==> src/rtl/core/bvm_pkg.sv <==
// Shared types and constants for the battery voltage monitor.
`timescale 1ns / 1ps

package bvm_pkg;

    // Block constants
    localparam int SETTLE_SAMPLES = 100;
    localparam int MAX_CELLS      = 6;
    localparam int CELL_LIMIT     = 7;
    localparam int CELL_LO_MV     = 3300;
    localparam int CELL_HI_MV     = 4300;
    localparam int NO_BATT_Q8     = 5000 * 256;
    localparam int FILT_MAX       = 65535 * 256;
    localparam int ADC_FULL_SCALE = 4095;

    // Configuration register indexes
    localparam int CFG_IDX_W  = 3;
    localparam int CFG_DATA_W = 24;
    localparam logic [CFG_IDX_W-1:0] CFG_SAMPLE_PERIOD = 3'd0;
    localparam logic [CFG_IDX_W-1:0] CFG_FILTER_TAU    = 3'd1;
    localparam logic [CFG_IDX_W-1:0] CFG_ADC_REF       = 3'd2;
    localparam logic [CFG_IDX_W-1:0] CFG_DIVIDER_RATIO = 3'd3;
    localparam logic [CFG_IDX_W-1:0] CFG_GAIN          = 3'd4;
    localparam logic [CFG_IDX_W-1:0] CFG_WARN_CELL     = 3'd5;
    localparam logic [CFG_IDX_W-1:0] CFG_CRIT_CELL     = 3'd6;

    // Status codes
    localparam logic [1:0] ST_NO_BATT = 2'd0;
    localparam logic [1:0] ST_OK      = 2'd1;
    localparam logic [1:0] ST_WARN    = 2'd2;
    localparam logic [1:0] ST_CRIT    = 2'd3;

    // Shared multiply/divide unit
    localparam int MDU_W  = 64;
    localparam int MDU_DW = 33;
    localparam int MDU_CW = 7;

    typedef enum logic {
        MDU_MUL,
        MDU_DIV
    } t_mdu_op;

    typedef struct packed {
        logic              start;
        t_mdu_op           op;
        logic [MDU_W-1:0]  a;
        logic [MDU_DW-1:0] b;
        logic [MDU_CW-1:0] nbits;
    } t_mdu_cmd;

    typedef struct packed {
        logic             done;
        logic [MDU_W-1:0] result;
    } t_mdu_rsp;

    typedef struct packed {
        logic [15:0] elapsed_us;
        logic [11:0] adc_sample;
        logic        adc_ok;
    } t_in;

    typedef struct packed {
        logic [15:0] pack_mv;
        logic [2:0]  cell_count;
        logic [15:0] cell_mv;
        logic [1:0]  status;
        logic        sampled;
    } t_out;

endpackage

==> src/rtl/core/battery_voltage_monitor.sv <==
// Top level: tick accumulation, sample scaling, low-pass filter, cell detection.
`timescale 1ns / 1ps

// Channel   Direction  Handshake                  Payload
// in        input      i_in_valid / o_in_stall    i_in  (t_in)
// out       output     o_out_valid / i_out_stall  o_out (t_out)
// cfg       input      i_cfg_valid / o_cfg_ready  i_cfg_index, i_cfg_data
//
// A tick that takes no sample goes from idle through S_FIN to the output register.
// A sampled tick runs up to six serial multiply/divide passes on one shared
// unit, of n = 13, 16, 18, 24, 56, 16 bits, and divides the scaled product by
// 4095 by folding; the filter passes are skipped when tau and step are both
// zero. o_in_stall is high until the result is loaded; a stalled result
// holds while the next transaction is accepted.
// Reset is synchronous; configuration registers return to their defaults.

module battery_voltage_monitor (
    input  logic                                i_clk,
    input  logic                                i_rst_n,
    input  logic                                i_in_valid,
    output logic                                o_in_stall,
    input  bvm_pkg::t_in                        i_in,
    output logic                                o_out_valid,
    input  logic                                i_out_stall,
    output bvm_pkg::t_out                       o_out,
    input  logic                                i_cfg_valid,
    output logic                                o_cfg_ready,
    input  logic [bvm_pkg::CFG_IDX_W-1:0]       i_cfg_index,
    input  logic [bvm_pkg::CFG_DATA_W-1:0]      i_cfg_data
);
    import bvm_pkg::*;

    typedef enum logic [3:0] {
        S_IDLE,
        S_MUL_REF,
        S_MUL_RATIO,
        S_MUL_GAIN,
        S_DIV_SCALE,
        S_MUL_FILT,
        S_DIV_FILT,
        S_EVAL,
        S_RATE,
        S_DIV_CELL,
        S_FIN
    } t_state;

    // Configuration
    logic [19:0] r_period;
    logic [23:0] r_tau;
    logic [12:0] r_ref;
    logic [15:0] r_ratio;
    logic [17:0] r_gain;
    logic [12:0] r_warn;
    logic [12:0] r_crit;

    // Sequencer and block state
    t_state      r_state;
    logic        r_wait;
    logic [31:0] r_acc;
    logic [23:0] r_filt;
    logic [2:0]  r_cells;
    logic [7:0]  r_settle;
    logic [1:0]  r_status;
    logic [15:0] r_cell_mv;
    logic        r_out_valid;
    t_out        r_out;

    // Per-item working registers
    logic [31:0]      r_step;
    logic [11:0]      r_raw;
    logic             r_took;
    logic [MDU_W-1:0] r_prod;
    logic [23:0]      r_v;
    logic             r_up;
    logic [42:0]      r_fold;
    logic [31:0]      r_quo;

    t_mdu_cmd    mdu_cmd;
    t_mdu_rsp    mdu_rsp;

    logic        in_acc;
    logic        out_free;
    logic [32:0] n_sum;
    logic [31:0] n_acc;
    logic        n_take;
    logic [32:0] n_den;
    logic        n_bypass;
    logic [23:0] n_d;
    logic [31:0] n_quo;
    logic [23:0] n_v;
    logic [2:0]  n_found;
    logic [15:0] n_crit_mul;
    logic [15:0] n_warn_mul;
    logic [15:0] n_pack;

    bvm_mdu u_mdu (
        .i_clk   (i_clk),
        .i_rst_n (i_rst_n),
        .i_cmd   (mdu_cmd),
        .o_rsp   (mdu_rsp)
    );

    assign o_in_stall  = (r_state != S_IDLE);
    assign in_acc      = i_in_valid && !o_in_stall;
    assign out_free    = !r_out_valid || !i_out_stall;
    assign o_out_valid = r_out_valid;
    assign o_out       = r_out;
    assign o_cfg_ready = 1'b1;

    always_comb begin
        n_sum    = {1'b0, r_acc} + 33'(i_in.elapsed_us);
        n_acc    = n_sum[32] ? '1 : n_sum[31:0];
        n_take   = n_acc >= 32'(r_period);
        n_den    = 33'(r_tau) + 33'(r_step);
        n_bypass = (r_tau == '0) && (r_step == '0);
        n_d      = (r_v >= r_filt) ? (r_v - r_filt) : (r_filt - r_v);
        // the folded remainder is below 4096, so only 4095 itself adds one
        n_quo    = r_quo + {31'b0, (r_fold == 43'(ADC_FULL_SCALE))};
        n_v      = (n_quo > 32'(FILT_MAX)) ? 24'(FILT_MAX) : n_quo[23:0];
        n_pack   = r_filt[23:8];
        n_crit_mul = 16'(16'(r_crit) * 16'(r_cells));
        n_warn_mul = 16'(16'(r_warn) * 16'(r_cells));
    end

    // Smallest cell count whose per-cell voltage lies in the Li-ion window
    always_comb begin
        n_found = '0;
        for (int c = CELL_LIMIT; c >= 2; c--) begin
            if (c <= MAX_CELLS &&
                {3'b0, r_filt} >= 27'(CELL_LO_MV * 256 * c) &&
                {3'b0, r_filt} <= 27'(CELL_HI_MV * 256 * c)) begin
                n_found = 3'(c);
            end
        end
    end

    always_comb begin
        mdu_cmd       = '0;
        mdu_cmd.op    = MDU_MUL;
        case (r_state)
            S_MUL_REF: begin
                mdu_cmd.a     = MDU_W'(r_raw);
                mdu_cmd.b     = MDU_DW'(r_ref);
                mdu_cmd.nbits = MDU_CW'(13);
            end
            S_MUL_RATIO: begin
                mdu_cmd.a     = r_prod;
                mdu_cmd.b     = MDU_DW'(r_ratio);
                mdu_cmd.nbits = MDU_CW'(16);
            end
            S_MUL_GAIN: begin
                mdu_cmd.a     = r_prod;
                mdu_cmd.b     = MDU_DW'(r_gain);
                mdu_cmd.nbits = MDU_CW'(18);
            end
            S_MUL_FILT: begin
                mdu_cmd.a     = MDU_W'(r_step);
                mdu_cmd.b     = MDU_DW'(n_d);
                mdu_cmd.nbits = MDU_CW'(24);
            end
            S_DIV_FILT: begin
                mdu_cmd.op    = MDU_DIV;
                mdu_cmd.a     = {r_prod[55:0], 8'b0};
                mdu_cmd.b     = n_den;
                mdu_cmd.nbits = MDU_CW'(56);
            end
            S_DIV_CELL: begin
                mdu_cmd.op    = MDU_DIV;
                mdu_cmd.a     = {n_pack, 48'b0};
                mdu_cmd.b     = MDU_DW'(r_cells);
                mdu_cmd.nbits = MDU_CW'(16);
            end
            default: begin
                mdu_cmd.nbits = '0;
            end
        endcase
        mdu_cmd.start = !r_wait &&
                        (r_state == S_MUL_REF   || r_state == S_MUL_RATIO ||
                         r_state == S_MUL_GAIN  ||
                         r_state == S_MUL_FILT  || r_state == S_DIV_FILT  ||
                         (r_state == S_DIV_CELL && r_cells != '0));
    end

    always_ff @(posedge i_clk) begin
        if (!i_rst_n) begin
            r_period <= 20'd10000;
            r_tau    <= 24'd500000;
            r_ref    <= 13'd3300;
            r_ratio  <= 16'd2816;
            r_gain   <= 18'd65536;
            r_warn   <= 13'd3500;
            r_crit   <= 13'd3300;
        end else if (i_cfg_valid) begin
            case (i_cfg_index)
                CFG_SAMPLE_PERIOD: r_period <= i_cfg_data[19:0];
                CFG_FILTER_TAU:    r_tau    <= i_cfg_data[23:0];
                CFG_ADC_REF:       r_ref    <= i_cfg_data[12:0];
                CFG_DIVIDER_RATIO: r_ratio  <= i_cfg_data[15:0];
                CFG_GAIN:          r_gain   <= i_cfg_data[17:0];
                CFG_WARN_CELL:     r_warn   <= i_cfg_data[12:0];
                CFG_CRIT_CELL:     r_crit   <= i_cfg_data[12:0];
                default: begin
                    // drop writes beyond the register list
                end
            endcase
        end
    end

    always_ff @(posedge i_clk) begin
        if (!i_rst_n) begin
            r_state     <= S_IDLE;
            r_wait      <= 1'b0;
            r_acc       <= '0;
            r_filt      <= '0;
            r_cells     <= '0;
            r_settle    <= '0;
            r_status    <= ST_NO_BATT;
            r_cell_mv   <= '0;
            r_out_valid <= 1'b0;
        end else begin
            if (r_out_valid && !i_out_stall) begin
                r_out_valid <= 1'b0;
            end
            if (mdu_cmd.start) begin
                r_wait <= 1'b1;
            end
            if (mdu_rsp.done) begin
                r_wait <= 1'b0;
            end

            case (r_state)
                S_IDLE: begin
                    if (in_acc) begin
                        r_step  <= n_acc;
                        r_acc   <= n_take ? '0 : n_acc;
                        r_raw   <= i_in.adc_sample;
                        r_took  <= n_take && i_in.adc_ok;
                        r_state <= (n_take && i_in.adc_ok) ? S_MUL_REF : S_FIN;
                    end
                end
                S_MUL_REF: begin
                    if (mdu_rsp.done) begin
                        r_prod  <= mdu_rsp.result;
                        r_state <= S_MUL_RATIO;
                    end
                end
                S_MUL_RATIO: begin
                    if (mdu_rsp.done) begin
                        r_prod  <= mdu_rsp.result;
                        r_state <= S_MUL_GAIN;
                    end
                end
                S_MUL_GAIN: begin
                    if (mdu_rsp.done) begin
                        // start (p >> 16) / 4095
                        r_fold  <= mdu_rsp.result[58:16];
                        r_quo   <= '0;
                        r_state <= S_DIV_SCALE;
                    end
                end
                S_DIV_SCALE: begin
                    if (r_fold[42:12] != '0) begin
                        // x = 4096a + b = 4095a + (a + b): bank a, fold into a + b
                        r_quo  <= r_quo + 32'(r_fold[42:12]);
                        r_fold <= 43'(r_fold[42:12]) + 43'(r_fold[11:0]);
                    end else begin
                        r_v <= n_v;
                        if (n_bypass) begin
                            // alpha is one: take the sample directly
                            r_filt  <= n_v;
                            r_state <= S_EVAL;
                        end else begin
                            r_state <= S_MUL_FILT;
                        end
                    end
                end
                S_MUL_FILT: begin
                    if (mdu_cmd.start) begin
                        r_up <= (r_v >= r_filt);
                    end
                    if (mdu_rsp.done) begin
                        r_prod  <= mdu_rsp.result;
                        r_state <= S_DIV_FILT;
                    end
                end
                S_DIV_FILT: begin
                    if (mdu_rsp.done) begin
                        r_filt  <= r_up ? (r_filt + mdu_rsp.result[23:0])
                                        : (r_filt - mdu_rsp.result[23:0]);
                        r_state <= S_EVAL;
                    end
                end
                S_EVAL: begin
                    if ({3'b0, r_filt} < 27'(NO_BATT_Q8)) begin
                        r_cells  <= '0;
                        r_status <= ST_NO_BATT;
                        r_settle <= '0;
                        r_state  <= S_DIV_CELL;
                    end else if (r_cells != '0) begin
                        r_state  <= S_RATE;
                    end else if (r_settle < 8'(SETTLE_SAMPLES)) begin
                        r_settle <= r_settle + 1'b1;
                        r_state  <= S_DIV_CELL;
                    end else begin
                        // with no fit, count stays zero and status holds
                        r_cells  <= n_found;
                        r_state  <= (n_found != '0) ? S_RATE : S_DIV_CELL;
                    end
                end
                S_RATE: begin
                    if (r_filt < {n_crit_mul, 8'b0}) begin
                        r_status <= ST_CRIT;
                    end else if (r_filt < {n_warn_mul, 8'b0}) begin
                        r_status <= ST_WARN;
                    end else begin
                        r_status <= ST_OK;
                    end
                    r_state <= S_DIV_CELL;
                end
                S_DIV_CELL: begin
                    if (r_cells == '0) begin
                        r_cell_mv <= '0;
                        r_state   <= S_FIN;
                    end else if (mdu_rsp.done) begin
                        r_cell_mv <= mdu_rsp.result[15:0];
                        r_state   <= S_FIN;
                    end
                end
                S_FIN: begin
                    // hold until the output register is free
                    if (out_free) begin
                        r_out.pack_mv    <= n_pack;
                        r_out.cell_count <= r_cells;
                        r_out.cell_mv    <= r_cell_mv;
                        r_out.status     <= r_status;
                        r_out.sampled    <= r_took;
                        r_out_valid      <= 1'b1;
                        r_state          <= S_IDLE;
                    end
                end
                default: begin
                    r_state <= S_IDLE;
                end
            endcase
        end
    end

endmodule

==> src/rtl/core/bvm_mdu.sv <==
// Bit-serial multiply (shift-add) and restoring divide unit.
`timescale 1ns / 1ps

module bvm_mdu (
    input  logic              i_clk,
    input  logic              i_rst_n,
    input  bvm_pkg::t_mdu_cmd i_cmd,
    output bvm_pkg::t_mdu_rsp o_rsp
);
    import bvm_pkg::*;

    logic              r_busy;
    logic              r_done;
    t_mdu_op           r_op;
    logic [MDU_CW-1:0] r_cnt;
    logic [MDU_W-1:0]  r_x;    // multiplicand, or dividend/quotient shifter
    logic [MDU_DW-1:0] r_y;    // multiplier, or divisor
    logic [MDU_W-1:0]  r_z;    // product accumulator, or remainder

    logic [MDU_DW:0]   n_trial;
    logic              n_fits;
    logic [MDU_DW:0]   n_diff;

    always_comb begin
        n_trial = {r_z[MDU_DW-1:0], r_x[MDU_W-1]};
        n_fits  = n_trial >= {1'b0, r_y};
        n_diff  = n_trial - {1'b0, r_y};
    end

    always_ff @(posedge i_clk) begin
        if (!i_rst_n) begin
            r_busy <= 1'b0;
            r_done <= 1'b0;
            r_cnt  <= '0;
        end else begin
            r_done <= 1'b0;
            if (i_cmd.start) begin
                r_busy <= 1'b1;
                r_op   <= i_cmd.op;
                r_cnt  <= i_cmd.nbits;
                r_x    <= i_cmd.a;
                r_y    <= i_cmd.b;
                r_z    <= '0;
            end else if (r_busy) begin
                if (r_op == MDU_MUL) begin
                    if (r_y[0]) begin
                        r_z <= r_z + r_x;
                    end
                    r_x <= {r_x[MDU_W-2:0], 1'b0};
                    r_y <= {1'b0, r_y[MDU_DW-1:1]};
                end else begin
                    // remainder stays below the divisor, so 33 bits hold it
                    r_z <= MDU_W'(n_fits ? n_diff[MDU_DW-1:0] : n_trial[MDU_DW-1:0]);
                    r_x <= {r_x[MDU_W-2:0], n_fits};
                end
                r_cnt <= r_cnt - 1'b1;
                if (r_cnt == MDU_CW'(1)) begin
                    r_busy <= 1'b0;
                    r_done <= 1'b1;
                end
            end
        end
    end

    assign o_rsp.done   = r_done;
    assign o_rsp.result = (r_op == MDU_MUL) ? r_z : r_x;

endmodule
==> config.mk <==
export PLATFORM = sky130hd
export DESIGN_NAME = battery_voltage_monitor
export DESIGN_NICKNAME = d
export VERILOG_FILES = /design/src/rtl/core/bvm_pkg.sv /design/src/rtl/core/battery_voltage_monitor.sv /design/src/rtl/core/bvm_mdu.sv
export SDC_FILE = /design/constraint.sdc
export NUM_CORES = 2
export LEC_CHECK = 0
export BUFFER_PORTS_ARGS = -buffer_cell sky130_fd_sc_hd__buf_4
export CAP_MARGIN = 15
export CORE_UTILIZATION = 45
export CTS_BUF_LIST = sky130_fd_sc_hd__clkbuf_4
export CTS_CLUSTER_SIZE = 24
export DETAILED_ROUTE_END_ITERATION = 8
export PLACE_DENSITY = 0.69
export SETUP_SLACK_MARGIN = 0.02
export SYNTH_ARGS = -nofsm -noshare
export SYNTH_HDL_FRONTEND = slang
export SYNTH_SLANG_ARGS = --single-unit
export TNS_END_PERCENT = 1
==> constraint.sdc <==
create_clock -name i_clk -period 7.2 [get_ports i_clk]
set_input_delay 0 -clock i_clk [delete_from_list [all_inputs] [get_ports i_clk]]
set_output_delay 0 -clock i_clk [all_outputs]
set_load 0.02 [all_outputs]
==> impl_metrics.env <==
export IMPL_synth_top_area_share_pct=28.1
export IMPL_port_buffers=100
export IMPL_nFillCells=8805
export IMPL_reg2reg_from="u_mdu.r_op$_DFFE_PP_"
export IMPL_critPathKind="reg2reg"
export IMPL_drcViolationCount=0
export IMPL_start_util_pct=45.3
export IMPL_crit_fanout=25
export IMPL_arrival_ns=6.85
export IMPL_synth_most_common_cell="nand2_1"
export IMPL_die_area_um2=98500
export IMPL_status="finished clean"
export IMPL_ys_seq_area_share_pct=38.0
export IMPL_insertion_delay_ns=1.08
export IMPL_cap_violations=0
export IMPL_synth_top_area_cell="edfxtp_1"
export IMPL_reg2reg_depth=18
export IMPL_tns_ns=0
export IMPL_yosys_cell_types_count=107
export IMPL_avgSynthCellArea_um2=8.87
export IMPL_yosys_top_cells_count="nand2_1 (623), a21oi_1 (487), edfxtp_1 (409), nor2_1 (409), ha_1 (335)"
export IMPL_power_switching_mw=7.11
export IMPL_setup_viol=0
export IMPL_die_x_um=314
export IMPL_vias=40700
export IMPL_cp_cell_sequence="inv_1, o31ai_1, nor2b_1, nand4_1, nor3_1, a21oi_1, xor2_1, ha_1, a21o_1, a21oi_1, o21bai_1, a21o_1, a21o_1, a21o_1, a32oi_1, a21oi_1, or3_1, a32o_1"
export IMPL_rrSetupSlack_ns=1.27
export IMPL_min_from="i_rst_n"
export IMPL_hold_path_end="r_ratio[11]$_SDFFE_PN1P_"
export IMPL_min_period_ns=5.93
export IMPL_synthCells=4935
export IMPL_synth_edf_count=409
export IMPL_required_ns=8.11
export IMPL_crit_top_cell="a21o_1"
export IMPL_path_buf_inv=1
export IMPL_design_area_um2=49500
export IMPL_first_iter_violations=5311
export IMPL_final_layout_size_suffix_gt1_share_pct=11.1
export IMPL_ctsLongestPathBuffers=3
export IMPL_cpPeakStageDelay_ns=0.92
export IMPL_clock_sinks=626
export IMPL_post_drt_wl_per_cell_um=22.6
export IMPL_critPathLaunchType="register"
export IMPL_whs_path_depth=3
export IMPL_max_freq_mhz=169
export IMPL_grt_pass1_wl_mm=226
export IMPL_pwr_share_seq_pct=32.0
export IMPL_crit_family="compound AO/OA/AOI/OAI gates"
export IMPL_die_h_um=314
export IMPL_drv_slew=0
export IMPL_rsz0062_at_grt="false"
export IMPL_synthesis_nets=5364
export IMPL_power_frac_comb_pct=47.3
export IMPL_via_per_inst=6.16
export IMPL_clk_pin_slew_ns=0.07
export IMPL_p_int_mw=9.47
export IMPL_crit_path_end_kind="register"
export IMPL_grt_pass1_vias=38200
export IMPL_cts_hold_buf=148
export IMPL_ant_nets=0
export IMPL_area_delta_synth_final_pct=13.1
export IMPL_dp_hpwl_mm=106
export IMPL_grt_max_degree=85
export IMPL_core_area_um2=96600
export IMPL_yosysWarnings=0
export IMPL_cts_tree="done"
export IMPL_ctsResizeCount=0
export IMPL_r2r_end="r_filt[23]$_SDFFE_PN0P_"
export IMPL_hold_class="in2reg"
export IMPL_ir_drop_v=0.000323
export IMPL_grtUsageTotal_pct=29.6
export IMPL_pwr_share_clk_pct=20.8
export IMPL_powerDensity_nw_per_um2=335
export IMPL_row_count=114
export IMPL_synth_area_um2=43800
export IMPL_swShare_pct=42.9
export IMPL_cts_buffers=171
export IMPL_clock_skew_ns=0.0987
export IMPL_slowest_stage="edfxtp_1"
export IMPL_hold_viol=0
export IMPL_gp_routability_congestion=1.01
export IMPL_synth_flop_cell="edfxtp_1"
export IMPL_grt_antenna_before_repair=4
export IMPL_cts_htree_levels=4
export IMPL_fin_nets=5615
export IMPL_drt_pass1_iter_count=9
export IMPL_root_buffer="clkbuf_4"
export IMPL_placed_area_um2=45700
export IMPL_synth_seq_cells=626
export IMPL_wirelength_mm=149
export IMPL_p_leak_nw=19.5
export IMPL_pin_count=102
export IMPL_overflow=0
export IMPL_ys_top_cells_by_area="edfxtp_1 (28%), dfxtp_1 (9.9%), ha_1 (9.6%)"
export IMPL_async_flop_share_pct=0
export IMPL_fin_crit_sh_pct=82.4
export IMPL_relSlewSlack_pct=3.23
export IMPL_cts_post_setup_buffers_inserted=0
export IMPL_worstMarginPinSlew_ns=1.44
[placed cells by master, fill, tap and decap left out, types with 157 or more instances in the layout]
cell      netlist  routed
ha_1          335     335
edfxtp_1      409     409
o21ai_0       251     250
nor2_1        409     403
inv_1         258     256
dfxtp_1       217     217
nand3_1       162     162
buf_4           4     157
a21oi_1       487     485
nand2_1       623     622
clkbuf_4        1     248
[power groups by stage]
stage / clock [mW] / sequential, mW / combinational (mW)
final: 3.44 / 5.30 / 7.84
after global placement: 0 / 5.33 / 7.43
after floorplan: 0 / 5.09 / 5.61
after global routing: 3.67 / 5.32 / 8.53
after CTS: 3.48 / 5.26 / 7.64
after detailed placement: 0 / 5.33 / 7.51
[state kept, by name, indices dropped and copies added, names as in the netlist, 3 cells and up]
name	cells
r_prod	64
r_step	32
r_ratio	16
r_settle	8
r_filt	24
r_cell_mv	16
u_mdu.r_x	64
r_warn	13
r_raw	12
r_ref	13
r_state	4
u_mdu.r_cnt	7
r_acc	32
r_tau	24
r_fold	43
r_gain	18
r_v	24
r_crit	13
r_quo	32
u_mdu.r_y	33
o_out	38
r_period	20
r_cells	3
u_mdu.r_z	64
[per-layer routing]
metal | track usage [%] | routed length (um) | up-vias
li1 | - | - | 18700
met3 | 6.79 | 16200 | 414
met5 | 0 | 13 | -
met2 | 44.6 | 64900 | 2186
met4 | 13.8 | 6470 | 2
met1 | 40.3 | 61900 | 19400
[per-stage QoR]
stage	power [mW]	instances	utilization, %	hold slack, ns	setup slack [ns]
4_1_cts	16.4	6605	51.2	0.0101	1.47
3_3_place_gp	12.8	6140	47.3	0.180	1.68
3_5_place_dp	12.8	6140	47.3	0.179	1.53
5_1_grt	17.5	6609	51.2	0.109	0.932
2_1_floorplan	10.7	4935	-	0.0989	1.70
6_report	16.6	6611	51.2	0.124	1.27
[worst reg2reg max path, cell delays in order, from the launching register on]
cell and delay (ns):
edfxtp_1 0.92, inv_1 0.57, o31ai_1 0.51, nor2b_1 0.30
nand4_1 0.19, nor3_1 0.61, a21oi_1 0.17, xor2_1 0.19
ha_1 0.38, a21o_1 0.23, a21oi_1 0.18, o21bai_1 0.13
a21o_1 0.20, a21o_1 0.17, a21o_1 0.20, a32oi_1 0.20
a21oi_1 0.09, or3_1 0.32, a32o_1 0.25
[kinds of logic (layout without fill, tap and decap cells)]
group                    Yosys count  count (layout)  share of synthesized area [%]
other                              1               6                        0.00857
AND/OR/NAND/NOR                 1657            1657                           17.5
multiplexers                     123             123                           3.05
XOR/XNOR                         284             284                           5.69
flip-flops                       626             626                           38.0
adder cells (fa/ha/maj)          368             368                           11.1
AO/OA/AOI/OAI                   1388            1388                           20.3
buffers and inverters            488             883                           4.42
[final cells by class]
cell class	count	area [um^2]	area share [%]
sequential	626	16600	33.6
clock inverter	69	423	0.855
antenna	5	12.5	0.0253
multi-input combinational	3821	25300	51.1
tap	1276	1600	3.23
inverter	259	975	1.97
clock buffer	248	1860	3.76
timing repair buffer	307	2690	5.43
[how the worst max path moves through the flow]
stage	from	end	slack, ns	cells after the start
floorplan	r_state[1]$_SDFFE_PN0P_	r_fold[0]$_DFFE_PP_	1.70	6
global placement	u_mdu.r_op$_DFFE_PP_	r_filt[23]$_SDFFE_PN0P_	1.68	19
detailed placement	u_mdu.r_op$_DFFE_PP_	r_filt[23]$_SDFFE_PN0P_	1.53	18
CTS	u_mdu.r_op$_DFFE_PP_	r_filt[23]$_SDFFE_PN0P_	1.47	18
global route	u_mdu.r_op$_DFFE_PP_	r_filt[18]$_SDFFE_PN0P_	0.93	19
finish	u_mdu.r_op$_DFFE_PP_	r_filt[23]$_SDFFE_PN0P_	1.27	18
No activity file was read; power rests on OpenSTA's default activity.
